**config.mk**
```make
export PLATFORM = sky130hd
export DESIGN_NAME = integer_to_base_digits
export DESIGN_NICKNAME = d
export VERILOG_FILES = /design/src/rtl/itbd_pkg.sv /design/src/rtl/itbd_serial_div.sv /design/src/rtl/integer_to_base_digits.sv
export VERILOG_INCLUDE_DIRS = /design/src /design/src/rtl
export SDC_FILE = /design/constraint.sdc
export NUM_CORES = 1
export LEC_CHECK = 0
export BUFFER_PORTS_ARGS = -buffer_cell sky130_fd_sc_hd__buf_2
export CORE_MARGIN = 2
export CORE_UTILIZATION = 60
export CTS_CLUSTER_SIZE = 28
export DETAILED_ROUTE_END_ITERATION = 10
export PLACE_DENSITY = 0.79
export SETUP_SLACK_MARGIN = 0.05
export SLEW_MARGIN = 20
export SYNTH_ARGS = -nofsm -noshare
export SYNTH_HDL_FRONTEND = slang
export SYNTH_SLANG_ARGS = --single-unit
```
**constraint.sdc**
```tcl
create_clock -name clk -period 5.1 [get_ports clk]
set_input_delay 0 -clock clk [delete_from_list [all_inputs] [get_ports clk]]
set_output_delay 0 -clock clk [all_outputs]
set_load 0.05 [all_outputs]
```
**src/rtl/integer_to_base_digits_assert.svh**
```systemverilog
// ---------------------------------------------------------------------------
// Assertion macros for the integer to base digits block.
// Each macro expands to one labelled concurrent assertion on the given
// clock, disabled while the given active-low reset is asserted.
// ---------------------------------------------------------------------------
`ifndef INTEGER_TO_BASE_DIGITS_ASSERT_SVH
`define INTEGER_TO_BASE_DIGITS_ASSERT_SVH

// The consequent must hold in the same cycle as the antecedent.
`define ITBD_ASSERT_SAME(label, clk, rst_n, ante, cons, msg) \
	label: assert property (@(posedge clk) disable iff (!rst_n) (ante) |-> (cons)) \
		else $error(msg);

// The consequent must hold in the cycle after the antecedent.
`define ITBD_ASSERT_NEXT(label, clk, rst_n, ante, cons, msg) \
	label: assert property (@(posedge clk) disable iff (!rst_n) (ante) |=> (cons)) \
		else $error(msg);

`endif

```
**src/rtl/itbd_pkg.sv**
```systemverilog
// ---------------------------------------------------------------------------
// itbd_pkg
// Shared types, constants and helpers of the integer to base digits block.
// ---------------------------------------------------------------------------
`timescale 1ns / 1ps
`default_nettype none

package itbd_pkg;

	// Default width of the input value.
	localparam int unsigned VALUE_WIDTH_DEF = 32;

	// Radix register.
	localparam int unsigned RADIX_W = 5;
	localparam logic [RADIX_W-1:0] RADIX_RESET = 5'd10;
	localparam logic [RADIX_W-1:0] RADIX_MIN   = 5'd2;
	localparam logic [RADIX_W-1:0] RADIX_MAX   = 5'd16;
	localparam logic [RADIX_W-1:0] RADIX_DEC   = 5'd10;

	// One digit in any supported base fits in four bits.
	localparam int unsigned DIGIT_W = 4;

	// ASCII codes.
	localparam int unsigned CHAR_W = 7;
	localparam logic [CHAR_W-1:0] ASCII_ZERO  = 7'h30;
	localparam logic [CHAR_W-1:0] ASCII_A     = 7'h41;
	localparam logic [CHAR_W-1:0] ASCII_MINUS = 7'h2D;
	localparam logic [CHAR_W-1:0] ASCII_NUL   = 7'h00;

	// Controller states.
	typedef enum logic [2:0] {
		ST_IDLE,
		ST_DIV,
		ST_SIGN,
		ST_DIGITS,
		ST_BAD
	} itbd_state_t;

	// Commands to the serial divider.
	typedef struct packed {
		logic load;
		logic go;
	} itbd_div_ctl_t;

	// Status from the serial divider.
	typedef struct packed {
		logic               done;
		logic [DIGIT_W-1:0] digit;
		logic               zero;
	} itbd_div_sts_t;

	// Maps a digit value to its character, 0-9 then A-F.
	function automatic logic [CHAR_W-1:0] digit_char(input logic [DIGIT_W-1:0] d);
		logic [CHAR_W-1:0] res;
		if (d < 4'd10) begin
			res = ASCII_ZERO + CHAR_W'(d);
		end else begin
			res = ASCII_A + CHAR_W'(d - 4'd10);
		end
		return res;
	endfunction

endpackage

`default_nettype wire

```
**src/rtl/itbd_serial_div.sv**
```systemverilog
// ---------------------------------------------------------------------------
// itbd_serial_div
// Bit-serial restoring divider: divides the held value by the radix, one
// quotient bit per cycle, leaving the quotient in place for the next digit.
// ---------------------------------------------------------------------------
`timescale 1ns / 1ps
`default_nettype none

module itbd_serial_div #(
	parameter int unsigned VALUE_WIDTH = itbd_pkg::VALUE_WIDTH_DEF
) (
	input  logic                          clk,
	input  logic                          arst_n,
	input  itbd_pkg::itbd_div_ctl_t       ctl,
	input  logic [VALUE_WIDTH-1:0]        mag,
	input  logic [itbd_pkg::RADIX_W-1:0]  radix,
	output itbd_pkg::itbd_div_sts_t       sts
);
	import itbd_pkg::*;

	localparam int unsigned CNT_W = $clog2(VALUE_WIDTH);
	localparam logic [CNT_W-1:0] CNT_LAST = CNT_W'(VALUE_WIDTH - 1);

	logic [VALUE_WIDTH-1:0] quo_q;
	logic [DIGIT_W-1:0]     rem_q;
	logic [CNT_W-1:0]       cnt_q;
	logic                   run_q;
	logic                   done_q;

	logic [RADIX_W-1:0]     trial;
	logic [RADIX_W-1:0]     diff;
	logic                   fits;
	logic [DIGIT_W-1:0]     rem_d;

	// One restoring step: bring down the next dividend bit and subtract if it fits.
	always_comb begin
		trial = {rem_q, quo_q[VALUE_WIDTH-1]};
		fits  = (trial >= radix);
		diff  = trial - radix;
		rem_d = fits ? diff[DIGIT_W-1:0] : trial[DIGIT_W-1:0];
	end

	// Step counter and completion flag.
	always_ff @(posedge clk or negedge arst_n) begin
		if (!arst_n) begin
			run_q  <= 1'b0;
			done_q <= 1'b0;
			cnt_q  <= '0;
		end else begin
			done_q <= 1'b0;
			if (ctl.load || ctl.go) begin
				run_q <= 1'b1;
				cnt_q <= '0;
			end else if (run_q) begin
				cnt_q <= cnt_q + 1'b1;
				if (cnt_q == CNT_LAST) begin
					run_q  <= 1'b0;
					done_q <= 1'b1;
				end
			end
		end
	end

	// Dividend/quotient shift register and partial remainder.
	always_ff @(posedge clk) begin
		if (ctl.load) begin
			quo_q <= mag;
			rem_q <= '0;
		end else if (ctl.go) begin
			rem_q <= '0;
		end else if (run_q) begin
			quo_q <= {quo_q[VALUE_WIDTH-2:0], fits};
			rem_q <= rem_d;
		end
	end

	assign sts.done  = done_q;
	assign sts.digit = rem_q;
	assign sts.zero  = (quo_q == '0);

endmodule

`default_nettype wire

```
**src/rtl/integer_to_base_digits.sv**
```systemverilog
// ---------------------------------------------------------------------------
// integer_to_base_digits
// Converts a two's complement integer to ASCII text in a base from 2 to 16.
// ---------------------------------------------------------------------------
// Usage: an item on the input channel (in_valid/in_ready, field value) is a
// number; the output channel (out_valid/out_ready) delivers one item per
// character, most significant digit first, with last set on the final one.
// A minus sign leads only in base 10. A radix outside 2..16 yields a single
// item with character NUL (code 0), last and bad_radix set. The radix must
// be written through cfg_wr_en/cfg_wr_data only while the block is idle,
// which the block itself does not enforce; the radix resets to 10. The
// digits are found least significant first by a bit-serial divider, pushed
// on a digit stack and then popped one per cycle while the receiver does
// not stall. One item is in work at a time; in_ready is high only while
// the block is idle. A stalled receiver holds the output register and the
// stack; the last character may wait while the next number is converting.
// Reset empties the stack, clears the output valid flag and restores radix.
// ---------------------------------------------------------------------------
`timescale 1ns / 1ps
`default_nettype none

module integer_to_base_digits #(
	parameter int unsigned VALUE_WIDTH = itbd_pkg::VALUE_WIDTH_DEF
) (
	input  logic                          clk,
	input  logic                          arst_n,
	input  logic                          cfg_wr_en,
	input  logic [itbd_pkg::RADIX_W-1:0]  cfg_wr_data,
	input  logic                          in_valid,
	output logic                          in_ready,
	input  logic signed [VALUE_WIDTH-1:0] value,
	output logic                          out_valid,
	input  logic                          out_ready,
	output logic [itbd_pkg::CHAR_W-1:0]   character,
	output logic                          last,
	output logic                          bad_radix
);
	import itbd_pkg::*;

	localparam int unsigned DEPTH_W = $clog2(VALUE_WIDTH + 1);
	localparam logic [DEPTH_W-1:0] DEPTH_ONE = DEPTH_W'(1);
	localparam logic [DEPTH_W-1:0] DEPTH_MAX = DEPTH_W'(VALUE_WIDTH);

	itbd_state_t state_q, state_d;

	logic [RADIX_W-1:0]     radix_q;
	logic                   sign_q;
	logic [DIGIT_W-1:0]     stk_q [VALUE_WIDTH];
	logic [DEPTH_W-1:0]     depth_q;

	logic                   out_valid_q;
	logic [CHAR_W-1:0]      char_q;
	logic                   last_q;
	logic                   bad_q;

	logic                   accept;
	logic                   radix_bad;
	logic                   out_free;
	logic [VALUE_WIDTH-1:0] value_u;
	logic                   negative;
	logic [VALUE_WIDTH-1:0] mag_d;

	itbd_div_ctl_t          div_ctl;
	itbd_div_sts_t          div_sts;
	logic                   push;
	logic                   pop;
	logic                   out_load;
	logic [CHAR_W-1:0]      char_d;
	logic                   last_d;
	logic                   bad_d;

	// Input decode: sign, magnitude and radix check.
	always_comb begin
		value_u   = value;
		negative  = value_u[VALUE_WIDTH-1];
		mag_d     = negative ? ((~value_u) + {{(VALUE_WIDTH-1){1'b0}}, 1'b1}) : value_u;
		radix_bad = (radix_q < RADIX_MIN) || (radix_q > RADIX_MAX);
		accept    = in_valid && in_ready;
		out_free  = !out_valid_q || out_ready;
	end

	// Serial divider producing one digit per pass.
	itbd_serial_div #(
		.VALUE_WIDTH (VALUE_WIDTH)
	) u_div (
		.clk    (clk),
		.arst_n (arst_n),
		.ctl    (div_ctl),
		.mag    (mag_d),
		.radix  (radix_q),
		.sts    (div_sts)
	);

	// Next-state logic.
	always_comb begin
		state_d = state_q;
		unique case (state_q)
			ST_IDLE: begin
				if (accept) begin
					state_d = radix_bad ? ST_BAD : ST_DIV;
				end
			end
			ST_DIV: begin
				if (div_sts.done && div_sts.zero) begin
					state_d = sign_q ? ST_SIGN : ST_DIGITS;
				end
			end
			ST_SIGN: begin
				if (out_free) begin
					state_d = ST_DIGITS;
				end
			end
			ST_DIGITS: begin
				if (out_free && (depth_q == DEPTH_ONE)) begin
					state_d = ST_IDLE;
				end
			end
			ST_BAD: begin
				if (out_free) begin
					state_d = ST_IDLE;
				end
			end
			default: begin
				state_d = ST_IDLE;
			end
		endcase
	end

	// Control outputs of each state.
	always_comb begin
		in_ready    = 1'b0;
		div_ctl     = '0;
		push        = 1'b0;
		pop         = 1'b0;
		out_load    = 1'b0;
		char_d      = ASCII_NUL;
		last_d      = 1'b0;
		bad_d       = 1'b0;
		unique case (state_q)
			ST_IDLE: begin
				in_ready     = 1'b1;
				div_ctl.load = accept && !radix_bad;
			end
			ST_DIV: begin
				push       = div_sts.done;
				div_ctl.go = div_sts.done && !div_sts.zero;
			end
			ST_SIGN: begin
				out_load = out_free;
				char_d   = ASCII_MINUS;
			end
			ST_DIGITS: begin
				out_load = out_free;
				pop      = out_free;
				char_d   = digit_char(stk_q[0]);
				last_d   = (depth_q == DEPTH_ONE);
			end
			ST_BAD: begin
				out_load = out_free;
				char_d   = ASCII_NUL;
				last_d   = 1'b1;
				bad_d    = 1'b1;
			end
			default: begin
				in_ready = 1'b0;
			end
		endcase
	end

	// State, radix register, sign flag and stack depth.
	always_ff @(posedge clk or negedge arst_n) begin
		if (!arst_n) begin
			state_q <= ST_IDLE;
			radix_q <= RADIX_RESET;
			sign_q  <= 1'b0;
			depth_q <= '0;
		end else begin
			state_q <= state_d;
			if (cfg_wr_en) begin
				radix_q <= cfg_wr_data;
			end
			if (accept) begin
				sign_q <= negative && (radix_q == RADIX_DEC);
			end
			if (push) begin
				depth_q <= depth_q + 1'b1;
			end else if (pop) begin
				depth_q <= depth_q - 1'b1;
			end
		end
	end

	// Digit stack: digits enter at the top and leave from the top.
	always_ff @(posedge clk) begin
		for (int i = 0; i < VALUE_WIDTH; i++) begin
			if (push) begin
				stk_q[i] <= (i == 0) ? div_sts.digit : stk_q[(i == 0) ? 0 : i - 1];
			end else if (pop && (i < VALUE_WIDTH - 1)) begin
				stk_q[i] <= stk_q[(i < VALUE_WIDTH - 1) ? i + 1 : i];
			end
		end
	end

	// Output register valid flag.
	always_ff @(posedge clk or negedge arst_n) begin
		if (!arst_n) begin
			out_valid_q <= 1'b0;
		end else if (out_load) begin
			out_valid_q <= 1'b1;
		end else if (out_ready) begin
			out_valid_q <= 1'b0;
		end
	end

	// Output register payload.
	always_ff @(posedge clk) begin
		if (out_load) begin
			char_q <= char_d;
			last_q <= last_d;
			bad_q  <= bad_d;
		end
	end

	assign out_valid = out_valid_q;
	assign character = char_q;
	assign last      = last_q;
	assign bad_radix = bad_q;

	// Checks on the controller and the digit stack.
`include "integer_to_base_digits_assert.svh"

	`ITBD_ASSERT_SAME(a_idle_stack_empty, clk, arst_n, in_ready, depth_q == '0, "stack not empty when idle")
	`ITBD_ASSERT_SAME(a_push_room, clk, arst_n, push, depth_q < DEPTH_MAX, "digit stack overflow")
	`ITBD_ASSERT_NEXT(a_bad_radix_path, clk, arst_n, accept && radix_bad, state_q == ST_BAD, "bad radix not reported")
	`ITBD_ASSERT_SAME(a_bad_is_last, clk, arst_n, out_valid && bad_radix, last, "error item not marked last")

endmodule

`default_nettype wire
```
==> reports/qor.txt, run 1 <==
Net count after synthesis: 1002
Fmax: 375 MHz
Worst reg2reg startpoint: state_q[1]
Unique masters post-synth: 49
NumNets Final: 1070
PnR Total Power: 0.00624 W
Maximum vdd drop: 0.000314 V
Crit path DAT: 2.73 ns
Hold Path Depth: 3
Largest family of logic cells by synthesized area: simple AND/OR/NAND/NOR gates
Setup ws final: 2.43 ns
GR Layer Usage met3: 4.62%
Relative slew slack: 32.1%
Slew @ Worst Pin: 1.02 ns
Fin crit period: 2.67 ns
Fraction of registers with async set or reset after synthesis: 11.7%
First-pass GRT wire length: 29.6 mm
Drt first pass iters: 5
Final hold vios: 0
Largest net degree at the start of global routing: 126
Die outline area: 0.0167 mm^2
Met1 Use GR: 30.9%
Avg Inst Size Synth: 9.99 um^2
CTS tree: done
Reg-to-reg slack, setup: 2.43 ns
Vias per inst: 5.47
Detailed Place HPWL: 10.9 mm
Clk buf depth: 2
Routed Antenna Nets: 0
Critical path class: flip-flop to flip-flop
Post-Synth Adder-Cell Area: 2.20%
Routing usage on met2: 36.2%
Initial detailed-routing violation count: 670
Chip height: 129 um
Worst Hold End: u_div.quo_q[5]
GR Overflow Total: 0
P_leak: 4.51 nW
Unrepaired setup endpoints after global routing: no
Layout Utilization: 71.1%
CTS Root Cell: clkbuf_16
Vias in the first global route: 6333
Skew-Pair Late Insertion Delay: 0.43 ns
Hold Crit Class: input pin to flip-flop
Num CTS Buffers: 17
Gr busiest metal: met2
Remaining DRCs: 0
Clock-pin slew on the worst setup and hold paths: 0.07 ns
Ys Warns: 0
Post-Synth Simple-Gate Area: 22.3%
Placed cell area: 0.00984 mm^2
Postcts setup bufs: 0
Via Count: 6759
Compound-Gate Fraction of Synth Area: 7.35%
Layout cells sized above 1: 9.67%
Setup_tns: 0 ns
Worst Hold Launch: value[5]
Post-synthesis mux area share: 0.531%
# setup viols final: 0
Row Count: 45
Initial antenna violation count: 1
Sequential share of the synthesized area: 60.8%
Final instance area: 0.0108 mm^2
Number of synthesized flops with an enable pin: 169
Worst reg2reg path depth: 4
P per Cell Area: 575 mW/mm^2
Clock Skews: 0.0121 ns
Worst slack, placed: 2.44 ns
P&R area growth vs syn: 15.0%
H-tree levels: 4
Post-synthesis xor/xnor area fraction: 3.90%
Max Slew Vio Count: 0
Outcome: finished clean
Crit end category: flip-flop
Core area: 0.0153 mm^2
Crit Path Max Fanout: 52
CP Launch Type: flip-flop
IO Pins: 53
Critical path required time: 5.16 ns
Yosys reg bits: 196
R2R Path End: stk_q[0][7]
GPL Wtd Cong: 0.832
Post-DR wirelength/cell: 14.5 um
Final Cycle Share: 52.3%
Max cap viols: 0
Die span in x: 129 um
Overall routing resource usage: 22.6%
Port Buffer Count: 52
Final WL: 18.0 mm
Post-Syn Area: 0.00943 mm^2
Top_reg_cell synth: edfxtp_1
Sink Count: 196
Initial core utilization: 61.8%
Cells after Synth: 944
==> state kept, by name (all words and copies together) (netlist names) <==
name / count
radix_q: 5
u_div.done_q: 1
sign_q: 1
depth_q: 6
stk_q: 128
out_valid: 1
u_div.run_q: 1
bad_radix: 1
last: 1
character: 7
u_div.quo_q: 32
u_div.rem_q: 4
state_q: 3
u_div.cnt_q: 5
==> cells in the final DEF, fill, tap and decap left out, types with 4 or more instances in the layout <==
| master | instances |
|---|---|
| nand2_1 | 420 |
| inv_1 | 19 |
| nand3b_1 | 4 |
| or4_1 | 8 |
| ha_1 | 15 |
| clkbuf_1 | 4 |
| dlygate4sd3_1 | 40 |
| xor2_1 | 32 |
| o21ai_0 | 35 |
| nand3_1 | 6 |
| xnor2_1 | 10 |
| nor3_1 | 4 |
| a21oi_1 | 15 |
| nand4_1 | 8 |
| edfxtp_1 | 169 |
| nand2b_1 | 4 |
| o31ai_2 | 4 |
| mux2i_1 | 5 |
| o41ai_1 | 6 |
| nor2b_1 | 8 |
| dfxtp_1 | 4 |
| clkbuf_16 | 17 |
| o31ai_1 | 13 |
| bufinv_16 | 4 |
| buf_2 | 52 |
| o21ai_1 | 14 |
| dfrtp_1 | 21 |
| or3_1 | 5 |
| a211oi_1 | 4 |
| buf_4 | 5 |
| nor2_1 | 17 |
| nor4_1 | 10 |
==> routing by layer <==
layer	vias to the layer above	part of all wire (%)
met4	0	1.7
met2	164	47
met3	26	4.6
met5	-	0
li1	3363	-
met1	3206	46
==> worst max-delay path, cell delays in order, from the launching register on <==
cell	delay, ns
dfrtp_1	0.48
nor2b_1	0.37
nand3_4	0.30
nand2_4	0.49
buf_4	0.63
==> power breakdown <==
part,switching (W),internal (W)
combinational,0.00119,0.000630
clock,0.000558,0.000816
sequential,0.000380,0.00267
==> Yosys cell counts (all sizes together), types with 4 or more instances <==
master	number	area (um^2)
nand2	421	1580
edfxtp	169	5070
o21ai	49	245
clkbuf	42	158
xor2	32	280
dfrtp	21	526
inv	19	71.3
nor2	18	67.6
o31ai	17	148
a21oi	15	75.1
ha	15	188
nor4	10	62.6
or4	10	82.6
xnor2	10	87.6
nand3	8	40.0
nand4	8	50.1
nor2b	8	50.1
buf	7	42.5
o41ai	7	68.8
mux2i	5	50.1
or3	5	31.3
a211oi	4	30.0
dfxtp	4	80.1
nand2b	4	25.0
nand3b	4	30.0
nor3	4	20.0
==> kinds of logic (layout without fill, tap and decap cells) <==
family          Yosys count  in the layout
other cells               0              1
xor+xnor                 42             42
mux                       5              5
fa+ha+maj                16             16
compound gates          108            108
flops                   196            196
simple gates            509            509
buf+inv                  68            148
==> final cells by class <==
cell class,instances,area (um^2)
clock inverters,10,158
repair buffers,98,718
flip-flops and latches,196,5730
well taps,211,264
clock buffers,21,440
multi-input cells,680,3460
diodes,1,2.50
fillers,1052,4420
inverters,19,71.3
==> worst max path at each step <==
stage | end | from
after global placement | stk_q[2][0] | state_q[1]
after floorplan | stk_q[0][0] | out_valid
after global routing | stk_q[4][0] | state_q[1]
after CTS | stk_q[0][7] | state_q[1]
after detailed placement | stk_q[1][7] | state_q[1]
final | stk_q[0][7] | state_q[1]
==> repair_timing <==
| item | CTS | global route |
|---|---|---|
| hold buffers | 40 | 0 |
| resized for setup | 0 | 0 |
| hold endpoints to repair | 54 | 0 |
==> through the flow <==
step           std cells  hold WS [ns]
2_1_floorplan        944        -0.296
3_3_place_gp        1164        0.0125
3_5_place_dp        1164        0.0197
4_1_cts             1235     0.0000839
5_1_grt             1235        0.0411
6_report            1236        0.0246
Note: power is estimated with default switching activity, not from simulation.
==> run 2: changes to the inputs <==
Settings changed: ABC_AREA from default to 1, PLACE_DENSITY 0.79 to 0.78.
Clock period 5.1 ns to 2.7 ns, I/O delays scaled along.
==> run 2 against run 1 <==
Via count up 10%; global-route usage is 0.27 points lower; die area is 5.0% higher; non-clock buffer count fell by 2; synthesized area grew 5.2%; critical path type unchanged; clock power grew 82%; critical path depth up 2; sequential power up 60%; final area grew 3.8%; fmax grew 26%; highest routed layer unchanged; largest power group unchanged.
==> reports/qor.txt, run 2 <==
Yosys reg bits: 196 (unchanged)
Post-synth top area cell: edfxtp_1
Core area: 0.0163 mm^2 (+7.1%)
Synth top area share: 51.2% (-2.7 points)
Worst-path cell chain: nor2_1 > nand2_1 > nor2_2 > inv_1 > nand2_4 > buf_12
Initial antenna violation count: 0 (-1)
Post-synthesis mux area share: 0% (-0.53 points)
Final hold vios: 0 (unchanged)
Multi-input gate area: 0.00367 mm^2 (+6.3%)
Sequential share of the synthesized area: 57.8% (-3.0 points)
Compound-Gate Fraction of Synth Area: 4.44% (-2.9 points)
Largest family of logic cells by synthesized area: simple AND/OR/NAND/NOR gates
P_leak: 5.02 nW (+11%)
Remaining DRCs: 0 (unchanged)
Number of synthesized flops with an enable pin: 169 (unchanged)
Largest net degree at the start of global routing: 123 (-2.4%)
P per Cell Area: 929 mW/mm^2 (+62%)
Via Count: 7443 (+10%)
Relative slew slack: 52.0% (+20 points)
Initial core utilization: 60.7% (-1.1 points)
Commonest non-fill, non-tap cell in the layout: nand2_1
GR Overflow Total: 0 (unchanged)
Critical path class: flip-flop to flip-flop
Critical path required time: 2.81 ns (-2.35 ns)
First-pass GRT wire length: 31.6 mm (+6.9%)
CTS Root Cell: clkbuf_16
Max reg flops: 128 (unchanged)
Fillers: 1282 (+22%)
Vias per inst: 5.20 (-5.0%)
Post-DR wirelength/cell: 13.2 um (-9.4%)
# setup viols final: 0 (unchanged)
Sink Count: 196 (unchanged)
Post-Synth Adder-Cell Area: 2.09% (-0.11 points)
CP Launch Type: flip-flop
NumNets Final: 1257 (+17%)
GPL Wtd Cong: 0.880 (+5.8%)
Num CTS Buffers: 17 (unchanged)
Setup_tns: 0 ns (unchanged)
Synth area leaders: edfxtp_1, nand2_1, dfrtp_1
Clock Skews: 0.0114 ns (-0.000705 ns)
Outcome: finished clean
Initial detailed-routing violation count: 781 (+17%)
Ys Warns: 0 (unchanged)
Fmax: 471 MHz (+26%)
Unique masters post-synth: 43 (-12%)
Fin crit period: 2.12 ns (-0.542 ns)
Clk buf depth: 2 (unchanged)
Crit end category: flip-flop
Die outline area: 0.0176 mm^2 (+5.0%)
Post-Layout Cell Count: 1432 (+16%)
Fraction of registers with async set or reset after synthesis: 11.7% (unchanged)
Cells after Synth: 1123 (+19%)
Crit path DAT: 2.24 ns (-0.49 ns)
Net count after synthesis: 1181 (+18%)
Final Cycle Share: 78.7% (+26 points)
WP buf/inv: 2 (+1)
Final WL: 18.8 mm (+4.9%)
Routed Antenna Nets: 0 (unchanged)
Vias in the first global route: 6823 (+7.7%)
Max cap viols: 0 (unchanged)
CTS tree: done
Drt first pass iters: 7 (+2)
Skew-Pair Late Insertion Delay: 0.44 ns (about the same)
Sequential Area: 0.00573 mm^2 (unchanged)
Most frequent cell after synthesis: nand2_1
Post-synthesis xor/xnor area fraction: 1.50% (-2.4 points)
Row Count: 47 (+4.4%)
Top_reg_cell synth: edfxtp_1
Overall routing resource usage: 22.3% (-0.27 points)
CP delay by family, top: simple AND/OR/NAND/NOR gates
Diode count: 0 (-1)
Commonest non-fill, non-tap cells in the layout: nand2_1, edfxtp_1, inv_1, nor2_1, nand3_1
Post-Synth Simple-Gate Area: 28.9% (+6.5 points)
Chip height: 133 um (+2.5%)
Crit Path Max Fanout: 57 (+9.6%)
Post-Syn Area: 0.00992 mm^2 (+5.2%)
H-tree levels: 4 (unchanged)
CP max stage delay: 0.42 ns (-0.21 ns)
Dpl cells: 1365 (+17%)
Port Buffer Count: 52 (unchanged)
Slew @ Worst Pin: 0.720 ns (-0.299 ns)
Die span in x: 133 um (+2.5%)
Detailed Place HPWL: 12.1 mm (+12%)
Commonest cells post-synth: nand2_1, edfxtp_1, inv_1, nor2_1, nand3_1
Clock-pin slew on the worst setup and hold paths: 0.07 ns (about the same)
Avg Inst Size Synth: 8.83 um^2 (-12%)
P&R area growth vs syn: 13.5%
Layout cells sized above 1: 10.2% (+0.56 points)
Maximum vdd drop: 0.000723 V (+130%)
Most flops, register: stk_q
Hold Crit Class: input pin to flip-flop
Unrepaired setup endpoints after global routing: no
Max Slew Vio Count: 0 (unchanged)
IO Pins: 53 (unchanged)
Crit-path slowest cell: dfrtp_1
==> run 2: changes by cell type in the layout (fill, tap and decap cells not counted), moves of 7 or more <==
cell,before,now
o21ai_2,0,7
nand3_1,6,57
nor2_1,17,69
inv_1,19,69
o31ai_1,13,0
nor4_1,10,1
nor2b_1,8,0
nand2_1,420,531
or4_1,8,0
xor2_1,32,15
nand4_1,8,15
xnor2_1,10,2
==> run 2: power by group <==
group / internal [W] / leakage [nW] / switching, W / total [W]
clock: 0.00138 / 0.271 / 0.00112 / 0.00249
combinational: 0.00102 / 2.84 / 0.00208 / 0.00309
sequential: 0.00445 / 1.91 / 0.000432 / 0.00488
==> run 2: final cells by class <==
type	count	share of cell area, %
Clock buffer	19	3.85
Clock inverter	13	1.31
Inverter	74	2.48
Multi-Input combinational cell	814	32.6
Sequential cell	196	50.9
Tap cell	220	2.44
Timing Repair Buffer	96	6.36
==> run 2: kinds of logic (layout without fill, tap and decap cells) <==
logic type	after synthesis	in the layout
AOI/OAI and AO/OA	77	77
xor gates and xnor gates	17	17
adders and majority gates	16	16
buffers and inverters	113	202
DFF	196	196
and+or+nand+nor	704	704
==> run 2: metal layers <==
| layer | up-vias | track usage, % | routed length (um) |
|---|---|---|---|
| met3 | 25 | 4.60 | 894 |
| met5 | - | 0 | 0 |
| met2 | 186 | 33.3 | 8450 |
| met4 | 0 | 6.63 | 283 |
| li1 | 3810 | - | - |
| met1 | 3422 | 33.3 | 9200 |
==> run 2: worst min-delay path, delay by kind of cell <==
kind	cells	cell delay (ns)
simple gates	3	0.24
buf+inv	1	0.11
==> run 2: worst paths after layout <==
| path | start | end | slack, ns | depth (start not counted) |
|---|---|---|---|---|
| worst min-delay path | value[27] | u_div.quo_q[27] | 0.01 | 4 |
| worst max register to register | state_q[1] | stk_q[13][4] | 0.58 | 6 |
| worst max-delay path | state_q[1] | stk_q[13][4] | 0.58 | 6 |
| max in group asynchronous | arst_n | radix_q[3] | 2.24 | 2 |
| min in group asynchronous | arst_n | u_div.cnt_q[0] | 0.10 | 2 |
| worst min register to register | stk_q[15][0] | stk_q[15][4] | 0.46 | 0 |
==> run 2: repair_timing <==
| item | CTS | global route |
|---|---|---|
| gates resized for setup | 0 | 0 |
| setup buffers | 0 | 0 |
| hold buffers | 35 | 0 |
| hold endpoints to repair | 47 | 0 |
==> run 2: per-stage QoR <==
| stage | utilization (%) | total power (W) | setup slack, ns | area [um^2] | hold WS [ns] |
|---|---|---|---|---|---|
| 3_3_place_gp | 63.2 | 0.00785 | 0.595 | 10300 | 0.00456 |
| 4_1_cts | 68.9 | 0.0105 | 0.565 | 11300 | 0.00399 |
| 2_1_floorplan | - | 0.00726 | 0.430 | 9930 | -0.296 |
| 6_report | 68.9 | 0.0105 | 0.575 | 11300 | 0.0134 |
| 3_5_place_dp | 63.2 | 0.00795 | 0.580 | 10300 | 0.00606 |
| 5_1_grt | 68.9 | 0.0111 | 0.393 | 11300 | 0.0239 |
